**src/sv/assert_macros.svh**
```systemverilog
// Assertion macros used by the top unit of the decoder.
`ifndef ASSERT_MACROS_SVH
`define ASSERT_MACROS_SVH

// Property must hold at every clock edge outside reset.
`define ASSERT_CLK(name, clk, rst_n, prop) \
    name: assert property (@(posedge clk) disable iff (!rst_n) (prop)) \
        else $error("assertion failed");

// Expression must never be true at a clock edge outside reset.
`define ASSERT_NEVER(name, clk, rst_n, expr) \
    name: assert property (@(posedge clk) disable iff (!rst_n) !(expr)) \
        else $error("forbidden condition seen");

`endif

```
**src/sv/b64d_pkg.sv**
```systemverilog
// ----------------------------------------------------------------------------
// b64d_pkg
// Types, constants and the character classifier of the URL-safe decoder.
// ----------------------------------------------------------------------------
package b64d_pkg;

    // input command codes
    localparam logic CMD_CHAR = 1'b0;
    localparam logic CMD_END  = 1'b1;

    // classifier codes: skip and invalid lie outside the 6-bit range, underscore is 37
    localparam logic [6:0] CODE_INVALID    = 7'h7f;
    localparam logic [6:0] CODE_SKIP       = 7'h7e;
    localparam logic [6:0] CODE_UNDERSCORE = 7'h25;

    // queue between front and back
    localparam int QDEPTH = 4;
    localparam int QPTR_W = $clog2(QDEPTH);
    localparam int QCNT_W = $clog2(QDEPTH + 1);

    // result kinds
    typedef enum logic [1:0] {
        KIND_BYTE = 2'd0,
        KIND_ERR  = 2'd1,
        KIND_END  = 2'd2
    } t_kind;

    // one result word
    typedef struct packed {
        t_kind       kind;
        logic [7:0]  value;
        logic        last;
    } t_result;

    // all result words caused by one input word (cnt is 1..3)
    typedef struct packed {
        logic [1:0]        cnt;
        t_result [2:0]     res;
    } t_job;

    // map a character to its 6-bit code, or to the skip or invalid code
    function automatic logic [6:0] char_code(input logic [7:0] c);
        logic [6:0] code;
        code = CODE_INVALID;
        priority if (c == 8'h09 || c == 8'h0a || c == 8'h0d || c == 8'h20) begin
            code = CODE_SKIP;
        end else if (c == 8'h2d) begin
            code = 7'd0;
        end else if (c >= 8'h30 && c <= 8'h39) begin
            code = 7'(c - 8'h2f);
        end else if (c >= 8'h41 && c <= 8'h5a) begin
            code = 7'(c - 8'h36);
        end else if (c == 8'h5f) begin
            code = CODE_UNDERSCORE;
        end else if (c >= 8'h61 && c <= 8'h7a) begin
            code = 7'(c - 8'h3b);
        end else begin
            code = CODE_INVALID;
        end
        return code;
    endfunction

endpackage

```
**src/sv/b64d_ifs.sv**
```systemverilog
// ----------------------------------------------------------------------------
// b64d_in_if / b64d_out_if
// Valid/ready channels for character words in and result words out.
// ----------------------------------------------------------------------------
interface b64d_in_if;
    logic       valid;
    logic       ready;
    logic       cmd;
    logic [7:0] char_in;

    modport source (output valid, output cmd, output char_in, input ready);
    modport sink   (input valid, input cmd, input char_in, output ready);
endinterface

interface b64d_out_if;
    logic       valid;
    logic       ready;
    logic [1:0] kind;
    logic [7:0] out_value;
    logic       last;

    modport source (output valid, output kind, output out_value, output last,
                    input ready);
    modport sink   (input valid, input kind, input out_value, input last,
                    output ready);
endinterface

```
**src/sv/b64d_front.sv**
```systemverilog
// ----------------------------------------------------------------------------
// b64d_front
// Accepts character words, keeps the partial group and builds result jobs.
// ----------------------------------------------------------------------------
module b64d_front (
    input  logic            i_clk,
    input  logic            i_rst_n,
    b64d_in_if.sink         i_in,
    input  logic            i_q_full,
    output logic            o_push,
    output b64d_pkg::t_job  o_job
);
    import b64d_pkg::*;

    logic [17:0] r_group_bits, n_group_bits;
    logic [1:0]  r_group_count, n_group_count;
    logic        w_accept;
    logic [6:0]  w_code;

    assign i_in.ready = !i_q_full;
    assign w_accept   = i_in.valid && !i_q_full;
    assign w_code     = char_code(i_in.char_in);

    // classify the word and form its job
    always_comb begin
        n_group_bits  = r_group_bits;
        n_group_count = r_group_count;
        o_push        = 1'b0;
        o_job         = '0;
        if (w_accept) begin
            if (i_in.cmd == CMD_END) begin
                o_push = 1'b1;
                unique case (r_group_count)
                    2'd2: begin
                        o_job.cnt    = 2'd2;
                        o_job.res[0] = '{KIND_BYTE, r_group_bits[11:4], 1'b0};
                        o_job.res[1] = '{KIND_END, 8'h00, 1'b1};
                    end
                    2'd3: begin
                        o_job.cnt    = 2'd3;
                        o_job.res[0] = '{KIND_BYTE, r_group_bits[17:10], 1'b0};
                        o_job.res[1] = '{KIND_BYTE, r_group_bits[9:2], 1'b0};
                        o_job.res[2] = '{KIND_END, 8'h00, 1'b1};
                    end
                    default: begin
                        o_job.cnt    = 2'd1;
                        o_job.res[0] = '{KIND_END, 8'h00, 1'b1};
                    end
                endcase
                n_group_bits  = '0;
                n_group_count = '0;
            end else if (w_code == CODE_SKIP) begin
                o_push = 1'b0;
            end else if (w_code == CODE_INVALID) begin
                o_push       = 1'b1;
                o_job.cnt    = 2'd1;
                o_job.res[0] = '{KIND_ERR, i_in.char_in, 1'b1};
            end else if (r_group_count == 2'd3) begin
                // fourth code completes the group: three bytes
                o_push       = 1'b1;
                o_job.cnt    = 2'd3;
                o_job.res[0] = '{KIND_BYTE, r_group_bits[17:10], 1'b0};
                o_job.res[1] = '{KIND_BYTE, r_group_bits[9:2], 1'b0};
                o_job.res[2] = '{KIND_BYTE, {r_group_bits[1:0], w_code[5:0]}, 1'b1};
                n_group_bits  = '0;
                n_group_count = '0;
            end else begin
                n_group_bits  = {r_group_bits[11:0], w_code[5:0]};
                n_group_count = r_group_count + 2'd1;
            end
        end
    end

    // group accumulator
    always_ff @(posedge i_clk) begin
        if (!i_rst_n) begin
            r_group_bits  <= '0;
            r_group_count <= '0;
        end else begin
            r_group_bits  <= n_group_bits;
            r_group_count <= n_group_count;
        end
    end

endmodule

```
**src/sv/b64d_queue.sv**
```systemverilog
// ----------------------------------------------------------------------------
// b64d_queue
// Short job queue that decouples the classifier from the output side.
// ----------------------------------------------------------------------------
module b64d_queue (
    input  logic            i_clk,
    input  logic            i_rst_n,
    input  logic            i_push,
    input  b64d_pkg::t_job  i_job,
    input  logic            i_pop,
    output b64d_pkg::t_job  o_job,
    output logic            o_full,
    output logic            o_empty
);
    import b64d_pkg::*;

    t_job              r_mem [QDEPTH];
    logic [QPTR_W-1:0] r_wr_ptr, r_rd_ptr;
    logic [QCNT_W-1:0] r_count;

    assign o_full  = (r_count == QCNT_W'(QDEPTH));
    assign o_empty = (r_count == '0);
    assign o_job   = r_mem[r_rd_ptr];

    // storage
    always_ff @(posedge i_clk) begin
        if (i_push) begin
            r_mem[r_wr_ptr] <= i_job;
        end
    end

    // pointers and fill level
    always_ff @(posedge i_clk) begin
        if (!i_rst_n) begin
            r_wr_ptr <= '0;
            r_rd_ptr <= '0;
            r_count  <= '0;
        end else begin
            if (i_push) begin
                r_wr_ptr <= r_wr_ptr + QPTR_W'(1);
            end
            if (i_pop) begin
                r_rd_ptr <= r_rd_ptr + QPTR_W'(1);
            end
            unique case ({i_push, i_pop})
                2'b10:   r_count <= r_count + QCNT_W'(1);
                2'b01:   r_count <= r_count - QCNT_W'(1);
                default: r_count <= r_count;
            endcase
        end
    end

endmodule

```
**src/sv/b64d_back.sv**
```systemverilog
// ----------------------------------------------------------------------------
// b64d_back
// Walks the words of the head job into the registered output port.
// ----------------------------------------------------------------------------
module b64d_back (
    input  logic            i_clk,
    input  logic            i_rst_n,
    input  b64d_pkg::t_job  i_job,
    input  logic            i_q_empty,
    output logic            o_pop,
    b64d_out_if.source      o_out
);
    import b64d_pkg::*;

    logic [1:0] r_idx;
    logic       r_valid;
    t_result    r_res;
    logic       w_take;
    logic       w_final;

    assign w_take  = !i_q_empty && (!r_valid || o_out.ready);
    assign w_final = (r_idx == i_job.cnt - 2'd1);
    assign o_pop   = w_take && w_final;

    // word index within the head job
    always_ff @(posedge i_clk) begin
        if (!i_rst_n) begin
            r_idx   <= '0;
            r_valid <= 1'b0;
        end else begin
            if (w_take) begin
                r_valid <= 1'b1;
                r_idx   <= w_final ? 2'd0 : r_idx + 2'd1;
            end else if (o_out.ready) begin
                r_valid <= 1'b0;
            end
        end
    end

    // output payload register
    always_ff @(posedge i_clk) begin
        if (w_take) begin
            r_res <= i_job.res[r_idx];
        end
    end

    assign o_out.valid     = r_valid;
    assign o_out.kind      = r_res.kind;
    assign o_out.out_value = r_res.value;
    assign o_out.last      = r_res.last;

endmodule

```
**src/sv/base64_variant_stream_decoder_unit.sv**
```systemverilog
// ----------------------------------------------------------------------------
// base64_variant_stream_decoder_unit
// URL-safe base64 variant decoder: characters in, bytes and status words out.
// ----------------------------------------------------------------------------
// The input port takes one word per cycle as long as the four-entry job queue
// has room; ready depends only on the queue level. Each accepted word yields
// zero to three result words, three for a full group of four characters; they
// leave the output register one per cycle while the output is ready. A word's
// job is written into the queue, its first result then into the output
// register. Sustained input rate is one word per cycle while the stream
// averages at most one result per word, else the single output port sets pace.
module base64_variant_stream_decoder_unit (
    input  logic        i_clk,
    input  logic        i_rst_n,
    b64d_in_if.sink     i_in,
    b64d_out_if.source  o_out
);
    import b64d_pkg::*;
    `include "assert_macros.svh"

    t_job w_push_job, w_head_job;
    logic w_push, w_pop, w_full, w_empty;

    // classifier and group accumulator
    b64d_front u_front (
        .i_clk   (i_clk),
        .i_rst_n (i_rst_n),
        .i_in    (i_in),
        .i_q_full(w_full),
        .o_push  (w_push),
        .o_job   (w_push_job)
    );

    // job queue
    b64d_queue u_queue (
        .i_clk  (i_clk),
        .i_rst_n(i_rst_n),
        .i_push (w_push),
        .i_job  (w_push_job),
        .i_pop  (w_pop),
        .o_job  (w_head_job),
        .o_full (w_full),
        .o_empty(w_empty)
    );

    // result serializer
    b64d_back u_back (
        .i_clk    (i_clk),
        .i_rst_n  (i_rst_n),
        .i_job    (w_head_job),
        .i_q_empty(w_empty),
        .o_pop    (w_pop),
        .o_out    (o_out)
    );

    // checks
    `ASSERT_NEVER(a_push_when_full, i_clk, i_rst_n, w_push && w_full)
    `ASSERT_NEVER(a_pop_when_empty, i_clk, i_rst_n, w_pop && w_empty)
    `ASSERT_CLK(a_pop_ends_job, i_clk, i_rst_n, w_pop |=> (o_out.valid && o_out.last))

endmodule
```
**src/flat_wrapper.sv**
```systemverilog
// flat-port wrapper written by rule: the top's interface ports become plain ports
module base64_variant_stream_decoder_unit_flat import b64d_pkg::*;
  (i_clk, i_rst_n, i_in_valid, i_in_cmd, i_in_char_in, i_in_ready, o_out_valid, o_out_kind, o_out_out_value, o_out_last, o_out_ready);
  b64d_in_if i_in_i ();
  b64d_out_if o_out_i ();
  input  logic i_clk;
  input  logic i_rst_n;
  input wire logic [$bits(i_in_i.valid)-1:0] i_in_valid;
  input wire logic [$bits(i_in_i.cmd)-1:0] i_in_cmd;
  input wire logic [$bits(i_in_i.char_in)-1:0] i_in_char_in;
  output wire logic [$bits(i_in_i.ready)-1:0] i_in_ready;
  output wire logic [$bits(o_out_i.valid)-1:0] o_out_valid;
  output wire logic [$bits(o_out_i.kind)-1:0] o_out_kind;
  output wire logic [$bits(o_out_i.out_value)-1:0] o_out_out_value;
  output wire logic [$bits(o_out_i.last)-1:0] o_out_last;
  input wire logic [$bits(o_out_i.ready)-1:0] o_out_ready;
  assign i_in_i.valid = i_in_valid;
  assign i_in_i.cmd = i_in_cmd;
  assign i_in_i.char_in = i_in_char_in;
  assign i_in_ready = i_in_i.ready;
  assign o_out_valid = o_out_i.valid;
  assign o_out_kind = o_out_i.kind;
  assign o_out_out_value = o_out_i.out_value;
  assign o_out_last = o_out_i.last;
  assign o_out_i.ready = o_out_ready;
  base64_variant_stream_decoder_unit u_core (.i_clk(i_clk), .i_rst_n(i_rst_n), .i_in(i_in_i), .o_out(o_out_i));
endmodule
```
**config.mk**
```make
export PLATFORM = sky130hd
export DESIGN_NAME = base64_variant_stream_decoder_unit_flat
export DESIGN_NICKNAME = d
export VERILOG_FILES = /design/src/sv/b64d_pkg.sv /design/src/sv/b64d_ifs.sv /design/src/sv/b64d_front.sv /design/src/sv/b64d_queue.sv /design/src/sv/b64d_back.sv /design/src/sv/base64_variant_stream_decoder_unit.sv /design/src/flat_wrapper.sv
export VERILOG_INCLUDE_DIRS = /design/src /design/src/sv
export SDC_FILE = /design/constraint.sdc
export NUM_CORES = 1
export LEC_CHECK = 0
export ABC_AREA = 1
export BUFFER_PORTS_ARGS = -buffer_cell sky130_fd_sc_hd__buf_2
export CELL_PAD_IN_SITES_DETAIL_PLACEMENT = 1
export CELL_PAD_IN_SITES_GLOBAL_PLACEMENT = 1
export CORE_ASPECT_RATIO = 1.5
export CORE_MARGIN = 5
export CORE_UTILIZATION = 49
export DETAILED_ROUTE_END_ITERATION = 10
export HOLD_SLACK_MARGIN = 0.1
export PLACE_DENSITY_LB_ADDON = 0.05
export SYNTH_ARGS = -nofsm -noshare
export SYNTH_HDL_FRONTEND = slang
export SYNTH_SLANG_ARGS = --single-unit
```
**constraint.sdc**
```tcl
create_clock -name i_clk -period 4.1 [get_ports i_clk]
set_clock_uncertainty 0.15 [all_clocks]
set_input_delay 0.205 -clock i_clk [delete_from_list [all_inputs] [get_ports i_clk]]
set_output_delay 0.205 -clock i_clk [all_outputs]
set_load 0.005 [all_outputs]
```
==> results.md <==
* Non-Filler Instances at 1072
* Final cycle utilization of the critical path at 0.788
* Max-cap viol count at 0
* Final antenna diode count at 0
* Num CTS Buffers at 17
* Filler Cells Inserted at 1825
* Placed Cells at 1038
* Final Hold Viols at 0
* Post-synth ARST share at 0
* Syn nets at 860
* Site Rows at 57
* # IOs at 26
* Layout Nets at 882
* Port bufs at 25
* Critical R2R Capture: u_core.u_queue.r_count[2]
* Max VDD drop at 0.332 mV
* Lkg Pwr at 3.40 nW
* Vias per cell at 5.74
* Worst hold path type: in2reg
* TritonCTS clock tree: done
* Clock sinks at 171
* First-pass GRT wire length at 35.6 mm
* Setup violators final at 0
* Unrepaired setup endpoints after global routing: false
* Post-synth top flop: edfxtp_1
* Power per cell area at 595 mW/mm2
* Routed Antenna Nets at 0
* Commonest non-fill, non-tap cells in the layout: 158 x nor2_1, 139 x edfxtp_1, 131 x nand2_1
* Commonest non-fill, non-tap cell in the layout: nor2_1
* Hold worst-path end: u_core.u_front.r_group_bits[16]
* WP data arrival at 3400 ps
* Avg Inst Size Synth at 9.67 um2
* Mapped Cells at 831
* Total track usage at 0.242
* Status: complete, no violations
* Critical Path Fanout Max at 9
* Final Max Tran Viols at 0
* Vias in the first global route at 6583
* DRC Markers at 0
* Drt pass-1 iters at 4
* Drt initial violations at 423
* Cts repair resizes at 0
* Netlist Area Pre-Place at 0.00803 mm2
* Setup Buffers After CTS at 0
* Layout cells sized above 1 at 0.130
* Min Tclk post-route at 3230 ps
* Detailed Route WL at 22.5 mm
* Initial antenna violation count at 0
* Die H at 167 um
* Seq cells post-synth at 171
* Die ar. at 0.0191 mm2
* Sequential area share after synthesis at 0.599
* # H-tree levels at 4
* Setup CP Type: in2reg
* Skew-Pair Late Insertion Delay at 430 ps
* Nature of the critical path startpoint: input pin
* Vias post-DR at 6149
* Reg2Reg Depth at 10
* Area Growth Syn to Fin at 11.9%
* Post-route setup TNS at 0 ps
* Max clock buf depth at 2
* Crit Reg-Reg Startpoint: u_core.u_front.r_group_count[1]
* Core Box Area at 0.0162 mm2
* Initial core utilization at 0.496
* YS warnings at 0
* Die width at 115 um
* Largest net degree at the start of global routing at 61
* Distinct cells, synth at 37
* Min-delay src: i_rst_n
* CTS root buf: clkbuf_16
* FMAX at 310 MHz
* Post-synth EDFFs at 139
* Placer congestion estimate at 0.871
* Slew @ Worst Pin at 1120 ps
* Clock-pin slew on the worst setup and hold paths at 80 ps
* Worst Setup End Kind: register
* Critical Path RT at 4270 ps
* Total grt overflow at 0
* Wire length per cell at 20.9 um
* Reg2reg setup slack at 1080 ps
* Worst hold path depth at 3
* Slew margin rel. at 0.253
* Detailed Place HPWL at 15.1 mm
sequential cells by signal (all words and copies together), names as in the netlist, named ones only:
name                           count
u_core.u_queue.r_mem             128
u_core.u_front.r_group_count       2
u_core.u_back.o_out.last           1
u_core.u_back.o_out.out_value      8
u_core.u_queue.r_wr_ptr            2
u_core.u_back.o_out.kind           2
u_core.u_back.o_out.valid          1
u_core.u_front.r_group_bits       18
u_core.u_queue.r_rd_ptr            2
u_core.u_queue.r_count             3
u_core.u_back.r_idx                2
cells by family after synthesis:
group	after synthesis	synth area share
adders and majority gates	16	0.0259
buffers and inverters	99	0.0497
DFF	171	0.599
xor gates and xnor gates	5	0.00545
AOI/OAI and AO/OA	143	0.0972
and+or+nand+nor	397	0.223
Yosys cell counts, types with 2 or more instances:
master,number,area share
nor2_8,2,0.0050
nand2_2,6,0.0047
nand3b_1,2,0.0019
nor3_1,11,0.0069
inv_1,53,0.025
edfxtp_1,139,0.52
clkbuf_1,29,0.014
dfxtp_1,32,0.080
o21ai_0,79,0.049
o22ai_1,31,0.024
nand3_2,5,0.0062
o21ai_1,2,0.0012
clkinv_1,2,0.00093
nand3_1,54,0.034
a31oi_1,2,0.0016
nor2_1,162,0.076
nor2_2,6,0.0047
ha_1,15,0.023
nand2_1,131,0.061
nand4_1,9,0.0070
buf_6,3,0.0042
inv_2,9,0.0042
nand3_4,5,0.011
a21oi_1,22,0.014
a21oi_2,3,0.0033
xor2_1,5,0.0055
o211ai_1,2,0.0019
how the worst max path moves through the flow:
stage                    start                         end  depth (start not counted)
3_5_place_dp   i_in_char_in[1]   u_core.u_queue.r_count[2]                         22
5_1_grt        i_in_char_in[0]   u_core.u_queue.r_count[2]                         22
2_1_floorplan  i_in_char_in[0]  u_core.u_queue.r_mem[0][0]                         16
6_report       i_in_char_in[0]   u_core.u_queue.r_count[2]                         22
4_1_cts        i_in_char_in[1]   u_core.u_queue.r_count[2]                         22
3_3_place_gp   i_in_char_in[0]   u_core.u_queue.r_count[2]                         22
per-layer routing:
metal,GRT usage,vias up,wire length (um)
met4,0.0884,0,593
met1,0.292,3064,9030
met2,0.429,152,12000
met3,0.0388,44,882
met5,0,-,0
li1,-,2889,-
timing repair:
item                                    in CTS  in global routing
endpoints found under the setup margin       0                  0
endpoints found under the hold margin        2                  0
hold buffers                                 2                  0
where the power goes:
group          internal (W)  total (W)  switching [W]
logic              0.000430    0.00144        0.00101
registers           0.00215    0.00224      0.0000875
clock network      0.000887    0.00167       0.000782
final cells by class:
class / count / area (um2) / share of cell area
well taps: 206 / 258 / 0.0287
clock buffers: 17 / 425 / 0.0473
inverters: 65 / 245 / 0.0273
multi-input cells: 561 / 2840 / 0.315
repair buffers: 37 / 220 / 0.0245
flip-flops and latches: 171 / 4820 / 0.536
clock inverters: 15 / 191 / 0.0213
worst max-delay path, stage by stage:
cell and delay [ps]:
buf_2 130, inv_1 230, ha_1 230, inv_1 50, nor2_1 120, nand3_2 140
nand2_1 120, inv_2 60, nand2_2 90, inv_2 40, nand2_1 70, nand3_2 110
nor2_8 230, nand3_4 120, nand2_1 140, nand2_2 150, ha_1 270, fa_1 450
a21oi_1 120, o21ai_0 110, o21ai_0 160, a21oi_1 50
per-stage QoR:
stage | utilization | setup WS [ps] | hold slack [ps] | power (W) | instance area [um2]
CTS | 0.555 | 885 | 104 | 0.00538 | 8990
finish | 0.555 | 869 | 105 | 0.00535 | 8990
floorplan | - | 395 | 305 | 0.00322 | 8030
global route | 0.555 | 565 | 125 | 0.00564 | 8990
global placement | 0.516 | 535 | 320 | 0.00362 | 8360
detailed placement | 0.516 | 432 | 336 | 0.00372 | 8360
Note: power is estimated with default switching activity, not from simulation.
